### src/hw/rtl/nqse_pkg.sv
// ----------------------------------------------------------------------------
// nqse_pkg
// shared constants and controller/datapath interface types
// ----------------------------------------------------------------------------
`timescale 1ns / 1ps

package nqse_pkg;

    localparam int MAX_BOARD   = 16;
    localparam int ROW_W       = $clog2(MAX_BOARD);
    localparam int COL_W       = 4;
    localparam int DEPTH_W     = $clog2(MAX_BOARD + 1);
    localparam int SIZE_W      = 5;
    localparam int COUNT_W     = 24;
    localparam int QCOLS_W     = 64;
    localparam int IN_TDATA_W  = 8;
    localparam int OUT_TDATA_W = ((COUNT_W + QCOLS_W + 7) / 8) * 8;

    localparam logic [SIZE_W-1:0]  BOARD_RESET = SIZE_W'(8);
    localparam logic [DEPTH_W-1:0] MAX_N       = DEPTH_W'(MAX_BOARD);

    typedef struct packed {
        logic clear;
        logic resume;
        logic step;
        logic load_out;
    } dp_cmd_t;

    typedef struct packed {
        logic exhausted;
        logic full;
        logic hit;
        logic fail;
        logic out_free;
    } dp_stat_t;

    typedef enum logic [3:0] {
        ST_IDLE   = 4'b0001,
        ST_START  = 4'b0010,
        ST_SEARCH = 4'b0100,
        ST_DONE   = 4'b1000
    } ctrl_state_t;

endpackage

### src/hw/rtl/n_queens_solution_enumerator_top.sv
// ----------------------------------------------------------------------------
// n_queens_solution_enumerator_top
// n-queens enumerator: each request returns the next backtracking solution
// ----------------------------------------------------------------------------
//  channel  | dir | signals                         | contents
//  s        | in  | s_tvalid s_tready s_tdata[7:0]  | restart
//  m        | out | m_tvalid m_tready m_tdata[87:0] | solution_number, queen_columns
//           |     | m_tuser                         | found
//  cfg      | in  | cfg_wr_en cfg_wr_data[4:0]      | board_size
//
//  an item runs the start, search and done steps, searching on from the last
//  solution; one try per cycle, all earlier rows checked in parallel lanes
//  the next item is taken once the result is in the output register
//  no clearing pass after reset; board size resets to 8
//  a stalled output holds the result while the next item is accepted
// ----------------------------------------------------------------------------
`timescale 1ns / 1ps

module n_queens_solution_enumerator_top
    import nqse_pkg::*;
(
    input  logic                   clk,
    input  logic                   rst_n,
    input  logic                   s_tvalid,
    output logic                   s_tready,
    input  logic [IN_TDATA_W-1:0]  s_tdata,   // restart
    output logic                   m_tvalid,
    input  logic                   m_tready,
    output logic [OUT_TDATA_W-1:0] m_tdata,   // solution_number, queen_columns
    output logic                   m_tuser,   // found
    input  logic                   cfg_wr_en,
    input  logic [SIZE_W-1:0]      cfg_wr_data
);

    dp_cmd_t            cmd;
    dp_stat_t           stat;
    logic [COUNT_W-1:0] out_count;
    logic [QCOLS_W-1:0] out_cols;

    nqse_ctrl u_ctrl
    (
        .clk      (clk),
        .rst_n    (rst_n),
        .s_tvalid (s_tvalid),
        .restart  (s_tdata[0]),
        .s_tready (s_tready),
        .stat     (stat),
        .cmd      (cmd)
    );

    nqse_dp u_dp
    (
        .clk         (clk),
        .rst_n       (rst_n),
        .cfg_wr_en   (cfg_wr_en),
        .cfg_wr_data (cfg_wr_data),
        .cmd         (cmd),
        .stat        (stat),
        .m_tready    (m_tready),
        .m_tvalid    (m_tvalid),
        .out_found   (m_tuser),
        .out_count   (out_count),
        .out_cols    (out_cols)
    );

    assign m_tdata = OUT_TDATA_W'({out_cols, out_count});

endmodule

### src/hw/rtl/nqse_ctrl.sv
// ----------------------------------------------------------------------------
// nqse_ctrl
// request sequencer: accepts an item, runs the search steps, hands off result
// ----------------------------------------------------------------------------
`timescale 1ns / 1ps

module nqse_ctrl
    import nqse_pkg::*;
(
    input  logic     clk,
    input  logic     rst_n,
    input  logic     s_tvalid,
    input  logic     restart,
    output logic     s_tready,
    input  dp_stat_t stat,
    output dp_cmd_t  cmd
);

    ctrl_state_t state_reg;
    ctrl_state_t state_next;

    assign s_tready = (state_reg == ST_IDLE);

    always_comb
    begin
        state_next   = state_reg;
        cmd          = '0;
        unique case (state_reg)
            ST_IDLE:
            begin
                if (s_tvalid)
                begin
                    cmd.clear  = restart;
                    state_next = ST_START;
                end
            end
            ST_START:
            begin
                if (stat.exhausted)
                begin
                    state_next = ST_DONE;
                end
                else
                begin
                    cmd.resume = stat.full;
                    state_next = ST_SEARCH;
                end
            end
            ST_SEARCH:
            begin
                cmd.step = 1'b1;
                if (stat.hit || stat.fail)
                begin
                    state_next = ST_DONE;
                end
            end
            ST_DONE:
            begin
                if (stat.out_free)
                begin
                    cmd.load_out = 1'b1;
                    state_next   = ST_IDLE;
                end
            end
            default:
            begin
                state_next = ST_IDLE;
            end
        endcase
    end

    always_ff @(posedge clk or negedge rst_n)
    begin
        if (!rst_n)
        begin
            state_reg <= ST_IDLE;
        end
        else
        begin
            state_reg <= state_next;
        end
    end

    a_step_only_searching: assert property (@(posedge clk) disable iff (!rst_n)
        cmd.step |-> (state_reg == ST_SEARCH))
        else $error("search step outside search state");

    a_hit_goes_done: assert property (@(posedge clk) disable iff (!rst_n)
        (cmd.step && stat.hit) |=> (state_reg == ST_DONE))
        else $error("solution not followed by result handoff");

    a_load_returns_idle: assert property (@(posedge clk) disable iff (!rst_n)
        cmd.load_out |=> s_tready)
        else $error("not ready after result load");

endmodule

### src/hw/rtl/nqse_dp.sv
// ----------------------------------------------------------------------------
// nqse_dp
// search datapath: placements, per-row safety lanes, count, output register
// ----------------------------------------------------------------------------
`timescale 1ns / 1ps

module nqse_dp
    import nqse_pkg::*;
(
    input  logic                clk,
    input  logic                rst_n,
    input  logic                cfg_wr_en,
    input  logic [SIZE_W-1:0]   cfg_wr_data,
    input  dp_cmd_t             cmd,
    output dp_stat_t            stat,
    input  logic                m_tready,
    output logic                m_tvalid,
    output logic                out_found,
    output logic [COUNT_W-1:0]  out_count,
    output logic [QCOLS_W-1:0]  out_cols
);

    logic [SIZE_W-1:0]  size_reg;
    logic [DEPTH_W-1:0] depth_reg, depth_next;
    logic [DEPTH_W-1:0] cur_reg, cur_next;
    logic [COUNT_W-1:0] count_reg, count_next;
    logic               exh_reg, exh_next;
    logic [COL_W-1:0]   cols_reg [MAX_BOARD];
    logic               valid_reg, valid_next;
    logic               found_reg;
    logic [COUNT_W-1:0] ocount_reg;
    logic [QCOLS_W-1:0] ocols_reg, ocols_next;

    logic [DEPTH_W-1:0] n_eff;
    logic [MAX_BOARD-1:0] conflict;
    logic               safe;
    logic [ROW_W-1:0]   prev_idx;
    logic [DEPTH_W-1:0] prev_inc;
    logic [DEPTH_W-1:0] depth_inc;
    logic               col_over;
    logic               step_hit;
    logic               step_fail;
    logic               place;

    always_comb
    begin
        if (size_reg == '0)
        begin
            n_eff = DEPTH_W'(1);
        end
        else if (DEPTH_W'(size_reg) > MAX_N)
        begin
            n_eff = MAX_N;
        end
        else
        begin
            n_eff = DEPTH_W'(size_reg);
        end
    end

    // one conflict lane per earlier row
    for (genvar i = 0; i < MAX_BOARD; i++)
    begin : g_lane
        logic [DEPTH_W-1:0] col_ext;
        logic [DEPTH_W-1:0] dc;
        logic [DEPTH_W-1:0] dr;
        assign col_ext     = DEPTH_W'(cols_reg[i]);
        assign dc          = (cur_reg > col_ext) ? (cur_reg - col_ext) : (col_ext - cur_reg);
        assign dr          = depth_reg - DEPTH_W'(i);
        assign conflict[i] = (DEPTH_W'(i) < depth_reg) && ((col_ext == cur_reg) || (dr == dc));
    end

    assign safe      = ~|conflict;
    assign prev_idx  = ROW_W'(depth_reg - DEPTH_W'(1));
    assign prev_inc  = DEPTH_W'(cols_reg[prev_idx]) + DEPTH_W'(1);
    assign depth_inc = depth_reg + DEPTH_W'(1);
    assign col_over  = (cur_reg >= n_eff);
    assign place     = !col_over && safe;
    assign step_hit  = place && (depth_inc == n_eff);
    assign step_fail = col_over && (depth_reg == '0);

    assign stat.exhausted = exh_reg;
    assign stat.full      = (depth_reg == n_eff);
    assign stat.hit       = step_hit;
    assign stat.fail      = step_fail;
    assign stat.out_free  = !valid_reg || m_tready;

    always_comb
    begin
        depth_next = depth_reg;
        cur_next   = cur_reg;
        count_next = count_reg;
        exh_next   = exh_reg;
        if (cfg_wr_en || cmd.clear)
        begin
            depth_next = '0;
            cur_next   = '0;
            count_next = '0;
            exh_next   = 1'b0;
        end
        else if (cmd.resume)
        begin
            depth_next = depth_reg - DEPTH_W'(1);
            cur_next   = prev_inc;
        end
        else if (cmd.step)
        begin
            if (col_over)
            begin
                if (depth_reg == '0)
                begin
                    exh_next = 1'b1;
                end
                else
                begin
                    depth_next = depth_reg - DEPTH_W'(1);
                    cur_next   = prev_inc;
                end
            end
            else if (safe)
            begin
                depth_next = depth_inc;
                if (step_hit)
                begin
                    count_next = count_reg + COUNT_W'(1);
                end
                else
                begin
                    cur_next = '0;
                end
            end
            else
            begin
                cur_next = cur_reg + DEPTH_W'(1);
            end
        end
    end

    always_comb
    begin
        ocols_next = '0;
        for (int r = 0; r < MAX_BOARD; r++)
        begin
            if (!exh_reg && (DEPTH_W'(r) < n_eff))
            begin
                ocols_next[r*COL_W +: COL_W] = cols_reg[r];
            end
        end
    end

    always_comb
    begin
        valid_next = valid_reg;
        if (cmd.load_out)
        begin
            valid_next = 1'b1;
        end
        else if (m_tready)
        begin
            valid_next = 1'b0;
        end
    end

    always_ff @(posedge clk or negedge rst_n)
    begin
        if (!rst_n)
        begin
            size_reg  <= BOARD_RESET;
            depth_reg <= '0;
            cur_reg   <= '0;
            count_reg <= '0;
            exh_reg   <= 1'b0;
            valid_reg <= 1'b0;
        end
        else
        begin
            if (cfg_wr_en)
            begin
                size_reg <= cfg_wr_data;
            end
            depth_reg <= depth_next;
            cur_reg   <= cur_next;
            count_reg <= count_next;
            exh_reg   <= exh_next;
            valid_reg <= valid_next;
        end
    end

    always_ff @(posedge clk)
    begin
        if (cmd.step && place)
        begin
            cols_reg[ROW_W'(depth_reg)] <= cur_reg[COL_W-1:0];
        end
        if (cmd.load_out)
        begin
            found_reg  <= !exh_reg;
            ocount_reg <= count_reg;
            ocols_reg  <= ocols_next;
        end
    end

    assign m_tvalid  = valid_reg;
    assign out_found = found_reg;
    assign out_count = ocount_reg;
    assign out_cols  = ocols_reg;

    a_depth_in_board: assert property (@(posedge clk) disable iff (!rst_n)
        depth_reg <= n_eff)
        else $error("search depth beyond board");

    a_col_in_board: assert property (@(posedge clk) disable iff (!rst_n)
        cur_reg <= n_eff)
        else $error("candidate column beyond board");

    a_hit_full: assert property (@(posedge clk) disable iff (!rst_n)
        (cmd.step && step_hit && !cfg_wr_en) |=> (depth_reg == n_eff))
        else $error("solution without full placement");

    a_exh_sticky: assert property (@(posedge clk) disable iff (!rst_n)
        (exh_reg && !cmd.clear && !cfg_wr_en) |=> exh_reg)
        else $error("exhausted flag dropped without restart");

endmodule
### config.mk
export PLATFORM = sky130hd
export DESIGN_NAME = n_queens_solution_enumerator_top
export DESIGN_NICKNAME = d
export VERILOG_FILES = /design/src/hw/rtl/nqse_pkg.sv /design/src/hw/rtl/n_queens_solution_enumerator_top.sv /design/src/hw/rtl/nqse_ctrl.sv /design/src/hw/rtl/nqse_dp.sv
export SDC_FILE = /design/constraint.sdc
export NUM_CORES = 1
export LEC_CHECK = 0
export BUFFER_PORTS_ARGS = -buffer_cell sky130_fd_sc_hd__buf_4
export CAP_MARGIN = 20
export CORE_ASPECT_RATIO = 2
export CORE_MARGIN = 2
export CORE_UTILIZATION = 63
export DETAILED_ROUTE_END_ITERATION = 6
export HOLD_SLACK_MARGIN = 0.02
export PLACE_DENSITY = 0.85
export SETUP_SLACK_MARGIN = 0.05
export SKIP_CTS_REPAIR_TIMING = 1
export SYNTH_ARGS = -nofsm -noshare
export SYNTH_HDL_FRONTEND = slang
export SYNTH_HIERARCHICAL = 1
export SYNTH_SLANG_ARGS = --single-unit
### constraint.sdc
create_clock -name clk -period 11.6 [get_ports clk]
set_input_delay 1.74 -clock clk [delete_from_list [all_inputs] [get_ports clk]]
set_output_delay 1.74 -clock clk [all_outputs]
set_load 0.02 [all_outputs]
==> results.yml, run 1 <==
outcome:
  outcome: "finished, final reports clean"
timing:
  fin_crit_ns: 6.817
  finalSetupViolCount: 0
  fmax_mhz: 146.7
  layout_setup_ws_ns: 4.783
  slew_viol_final: 0
  slew_headroom: 0.3317
  rsz0062_at_grt: "no"
  tightest_slew_ns: 0.9772
  fin_crit_sh: 0.5877
  skew_ns: 0.02084
  hold_viol_final: 0
  setup_tns_ns: 0
floorplanning:
  core_area_sq_mm: 0.02617
  ioPinCount: 109
  die_w_microns: 119.1
  rows: 84
  dieArea_sq_mm: 0.02791
  initial_core_util: 0.6383
  dieHeight_microns: 234.3
power:
  seqPwrFrac: 0.219
  ir_drop_mv: 0.1392
  p_leak_uw: 0.007576
  p_int_uw: 2081
  clockPowerShare: 0.154
  power_frac_comb: 0.627
  p_per_area_mw_per_mm2: 216.0
  switchingPower_uw: 1863
  switching_share: 0.4723
global_routing:
  overflow: 0
  grtUsageTotal: 0.3830
  grt_pass1_vias: 14500
  grt_max_degree: 52
  antenna_found_initial: 0
  grt_pass1_wl_mm: 79.93
cells_and_area:
  antenna_cells: 0
  layout_commonest_cell: "ha_1"
  drive_above_1_share: 0.1237
  fillerInstances: 1991
  layout_common_cells: "154 x ha_1, 153 x edfxtp_1, 130 x inv_1"
  stdcell_area_sq_mm: 0.01826
  final_core_utilization: 0.6979
  area_delta_synth_final_pct: 9.341
  multiInputGateArea_sq_mm: 0.01007
  seq_area_sq_mm: 0.005727
  nNetsFinal: 1970
yosys:
  syn_area_sq_mm: 0.01670
  synth_fp_nets: 1911
  synth-seq-cells: 198
  synth_edf_count: 153
  synthTopCellsByArea: "edfxtp_1 28%, ha_1 12%, dfrtp_1 6.4%"
  synth.top_cell.area_share: 0.2751
  postSynthAreaPerCell_sq_um: 9.785
  ys.flop_type: "edfxtp_1"
  ys_types: 91
  synth_top_cell_by_area: "edfxtp_1"
  syn_inst: 1707
  ys_warn_count: 6
  async_reset_ff_frac: 0.2273
  yosysSeqAreaShare: 0.3426
critical_path:
  r2r-end: "u_dp/cols_reg[4][1]"
  critical_path.max_stage_delay_ns: 0.85
  cp_slowest_cell: "a2111oi_0"
  path_buf_inv: 3
  cpLargestDelayFamily: "simple AND/OR/NAND/NOR gates"
  crit_type: "flip-flop to flip-flop"
  path_cells: "buf_4 > clkinv_1 > ha_1 > nand2_1 > a31oi_2 > o32ai_1 > a2111oi_0 > nand4_1 > or3_1 > nor4_1 > and4_1 > nand3_1 > nor2_1 > buf_4 > and3_1"
  reg2reg_depth: 15
  crit_arrival_ns: 6.98
  r2r_start: "u_dp/depth_reg[0]"
  rrSetupSlack_ns: 4.78
  cp_max_fo: 36
  required_ns: 11.76
  critPathCaptureType: "flip-flop"
  crit_path_frequent_cell: "buf_4"
  start_kind: "flip-flop"
route:
  routed_wl_mm: 53.22
  firstDrtPassIters: 6
  drtAntennaViolNets: 0
  drc: 0
  drtIter0Drc: 1401
  num_vias: 14390
  routedWlPerCell_microns: 25.07
  viasPerCell: 6.777
clocking:
  cts.sinks: 198
  cts_htree_levels: 4
  clockBufferDepth: 2
  root_buffer: "clkbuf_16"
  cts_made_buffers: 17
  cts.clk_slew.worst_paths_ns: 0.07
  cts_tree: "yes"
  clk_latency_ns: 0.47
placed_design:
  portBuffers: 101
  preCtsSetupSlack_ns: 4.701
  dp_hpwl_mm: 39.08
  dpl-instance-area_sq_mm: 0.01767
  place_congestion: 1.010
worst_hold_path:
  min_from: "u_dp/count_reg[5]"
  holdPathStages: 0
  whs_endpoint: "u_dp/out_count[5]"
  worstHoldPathType: "flip-flop to flip-flop"
run:
  max_cap_violations: 0
[power by group through the flow]
stage               sequential [uW]  clock (uW)  combinational (uW)
floorplan                       891           0                1720
global placement                876           0                2330
detailed placement              878           0                2380
CTS                             863         615                2400
global route                    868         639                2620
finish                          865         607                2470
[stage by stage]
step | cells | hold slack (ns) | power [uW]
2_1_floorplan | 1707 | 0.4388 | 2614
3_3_place_gp | 2090 | 0.4611 | 3207
3_5_place_dp | 2090 | 0.4685 | 3262
4_1_cts | 2122 | 0.4881 | 3879
5_1_grt | 2123 | 0.5026 | 4126
6_report | 2123 | 0.5005 | 3944
[cell families (layout without fill, tap and decap cells)]
logic type | Yosys count | count (layout) | share of synthesized area
flops | 198 | 198 | 0.3426
simple gates | 519 | 519 | 0.1652
fa+ha+maj | 186 | 186 | 0.1537
xor+xnor | 121 | 121 | 0.06502
compound gates | 384 | 384 | 0.1556
mux | 78 | 78 | 0.06262
buf+inv | 221 | 293 | 0.05528
[layer usage]
layer	GRT usage	share of wire	wire length, microns	up-vias
met5	0	0	0	-
met4	0.3233	0.093	4959	0
met1	0.3813	0.32	17000	6940
li1	-	-	-	6344
met2	0.6796	0.51	27190	809
met3	0.07515	0.076	4065	294
[cell usage after synthesis (18+ instances only)]
library cell / count
dfrtp_1: 43
mux4_2: 20
a21oi_1: 117
xnor2_1: 80
ha_1: 154
edfxtp_1: 153
nor2_1: 97
fa_1: 32
xor2_1: 39
mux2i_1: 49
o21ai_0: 54
nand2_1: 96
a31oi_1: 20
and2_1: 41
nand2b_1: 23
nand3_1: 34
and3_1: 30
o31ai_1: 18
nand4_1: 23
buf_2: 21
inv_1: 131
a21o_1: 28
nor3_1: 61
nor2b_1: 24
clkbuf_1: 45
or3_1: 19
[worst max-delay path by stage]
stage	from	end	slack, ns	depth (start not counted)
2_1_floorplan	m_tready	u_dp/out_cols[0]	4.26	2
3_3_place_gp	u_dp/depth_reg[0]	u_dp/cols_reg[10][1]	4.83	12
3_5_place_dp	u_dp/depth_reg[0]	u_dp/cols_reg[10][0]	4.70	14
4_1_cts	u_dp/depth_reg[0]	u_dp/cols_reg[10][1]	4.66	14
5_1_grt	u_dp/depth_reg[0]	u_dp/cols_reg[4][1]	4.72	13
6_report	u_dp/depth_reg[0]	u_dp/cols_reg[4][1]	4.78	15
[cell type report]
class | count | share of cell area
Clock buffer | 18 | 0.02350
Clock inverter | 14 | 0.008769
Inverter | 137 | 0.02816
Multi-Input combinational cell | 1288 | 0.5515
Sequential cell | 198 | 0.3136
Tap cell | 344 | 0.02357
Timing Repair Buffer | 124 | 0.05097
Power figures use the tool's default switching activity.
==> run 2, diff against run 1 <==
- CORE_UTILIZATION: 63 -> 57
- PLACE_DENSITY: 0.85 -> 0.82
- clock period: 11.6 -> 6.1 ns (I/O delays scaled with it)
==> run 2 against run 1 <==
  * Cell area grew 1.1%
  * Worst hold slack got worse by 0.041 ns
  * Sequential power up 91%
  * Sequential share of layout area down 0.34 points
  * Critical path depth down 1
  * First-iteration DRC count decreased by 12%
  * Register-to-register slack lost 4.2 ns
  * Power increased by 92%
  * Critical path type unchanged
  * Critical endpoint is now u_dp/cols_reg[8][0]
==> results.yml, run 2 (synthesis gave the netlist of run 1 again) <==
outcome:
  outcome: "finished, final reports clean"
placed_design:
  dp_hpwl_mm: 39.96
  preCtsSetupSlack_ns: 0.9371
  dpl-instance-area_sq_mm: 0.01787
  portBuffers: 101
  place_congestion: 1.030
timing:
  skew_ns: 0.01385
  fin_crit_sh: 0.9006
  slew_headroom: 0.2839
  rsz0062_at_grt: "no"
  slew_viol_final: 0
  setup_tns_ns: 0
  layout_setup_ws_ns: 0.6062
  tightest_slew_ns: 1.066
  fin_crit_ns: 5.494
  fmax_mhz: 182.0
  finalSetupViolCount: 0
  hold_viol_final: 0
floorplanning:
  die_w_microns: 125.0
  ioPinCount: 109
  initial_core_util: 0.5790
  dieHeight_microns: 246.1
  core_area_sq_mm: 0.02885
  dieArea_sq_mm: 0.03077
  rows: 88
cells_and_area:
  fillerInstances: 2375
  area_delta_synth_final_pct: 10.53
  nNetsFinal: 1994
  stdcell_area_sq_mm: 0.01846
  drive_above_1_share: 0.1359
  multiInputGateArea_sq_mm: 0.01007
  layout_commonest_cell: "ha_1"
  seq_area_sq_mm: 0.005727
  layout_common_cells: "154 x ha_1, 153 x edfxtp_1, 148 x buf_4"
clocking:
  clockBufferDepth: 2
  cts_made_buffers: 17
  cts.sinks: 198
  cts.clk_slew.worst_paths_ns: 0.08
  clk_latency_ns: 0.46
  cts_tree: "yes"
  root_buffer: "clkbuf_16"
  cts_htree_levels: 4
worst_hold_path:
  worstHoldPathType: "input port to async pin"
global_routing:
  grt_max_degree: 51
  overflow: 0
  grt_pass1_vias: 14830
  antenna_found_initial: 1
  grt_pass1_wl_mm: 81.84
  grtUsageTotal: 0.3489
route:
  routed_wl_mm: 53.93
  drtAntennaViolNets: 0
  num_vias: 14580
  drtIter0Drc: 1232
  viasPerCell: 6.738
  firstDrtPassIters: 6
  drc: 0
  routedWlPerCell_microns: 24.92
critical_path:
  start_kind: "flip-flop"
  crit_type: "flip-flop to flip-flop"
  required_ns: 6.24
  crit_arrival_ns: 5.63
  reg2reg_depth: 14
  critPathCaptureType: "flip-flop"
  cp_max_fo: 15
power:
  p_per_area_mw_per_mm2: 410.2
  ir_drop_mv: 0.3037
  p_leak_uw: 0.007692
run:
  max_cap_violations: 0
[run 2: changes by cell type in the layout (fill, tap and decap cells not counted)]
cell,before,now
clkbuf_16,17,18
clkinv_1,5,3
bufinv_16,2,1
clkinv_4,1,2
inv_1,130,131
inv_4,0,2
diode_2,0,1
clkinv_2,2,1
buf_4,124,148
inv_8,3,2
[run 2: worst max-delay path, cell delays in order (launching register included)]
cell and delay, ns:
dfrtp_1 0.67, buf_4 0.32, ha_1 0.38, a21oi_2 0.29, a32o_1 0.23, nor2_1 0.06
a2111oi_0 0.73, nand4_1 0.16, or3_1 0.36, nor4_1 0.44, and4_1 0.47, nand3_1 0.16
nor2_1 0.33, buf_4 0.22, and3_1 0.33
[run 2: path summary, 6_finish.rpt]
check / from / to / slack [ns]
setup / recovery: u_dp/depth_reg[1] / u_dp/cols_reg[8][0] / 0.61
min in group clk: u_dp/count_reg[23] / u_dp/out_count[23] / 0.48
setup reg to reg: u_dp/depth_reg[1] / u_dp/cols_reg[8][0] / 0.61
hold reg to reg: u_dp/count_reg[23] / u_dp/out_count[23] / 0.48
max in group asynchronous: rst_n / u_dp/cur_reg[1] / 5.20
hold / removal: rst_n / u_dp/count_reg[16] / 0.46
[run 2: layout make-up]
cell class                      count  area share
Sequential cell                   198      0.3102
Antenna cell                        1   0.0001355
Multi-Input combinational cell   1288      0.5455
Clock inverter                     13    0.007116
Tap cell                          360     0.02440
Timing Repair Buffer              148     0.06018
Inverter                          137     0.02785
Clock buffer                       19     0.02460
[run 2: metrics by stage]
step	utilization	power [uW]	hold WS, ns	cells
2_1_floorplan	-	4972	0.4388	1707
3_3_place_gp	0.6196	6183	0.4607	2131
3_5_place_dp	0.6196	6286	0.4665	2131
4_1_cts	0.6399	7437	0.4659	2163
5_1_grt	0.6399	7910	0.5040	2163
6_report	0.6400	7573	0.4593	2164
[run 2: metal layers]
| layer | routed length (microns) | share of wire | GRT usage |
|---|---|---|---|
| met1 | 17160 | 0.32 | 0.3437 |
| met5 | 0 | 0 | 0 |
| met3 | 4340 | 0.080 | 0.07470 |
| met2 | 25990 | 0.48 | 0.5916 |
| met4 | 6437 | 0.12 | 0.3474 |
[run 2: power by group]
group | leakage [uW] | total [uW] | internal [uW] | switching [uW]
Clock | 0.000293 | 1140 | 600 | 537
Combinational | 0.00539 | 4790 | 1870 | 2920
Sequential | 0.00201 | 1650 | 1540 | 110
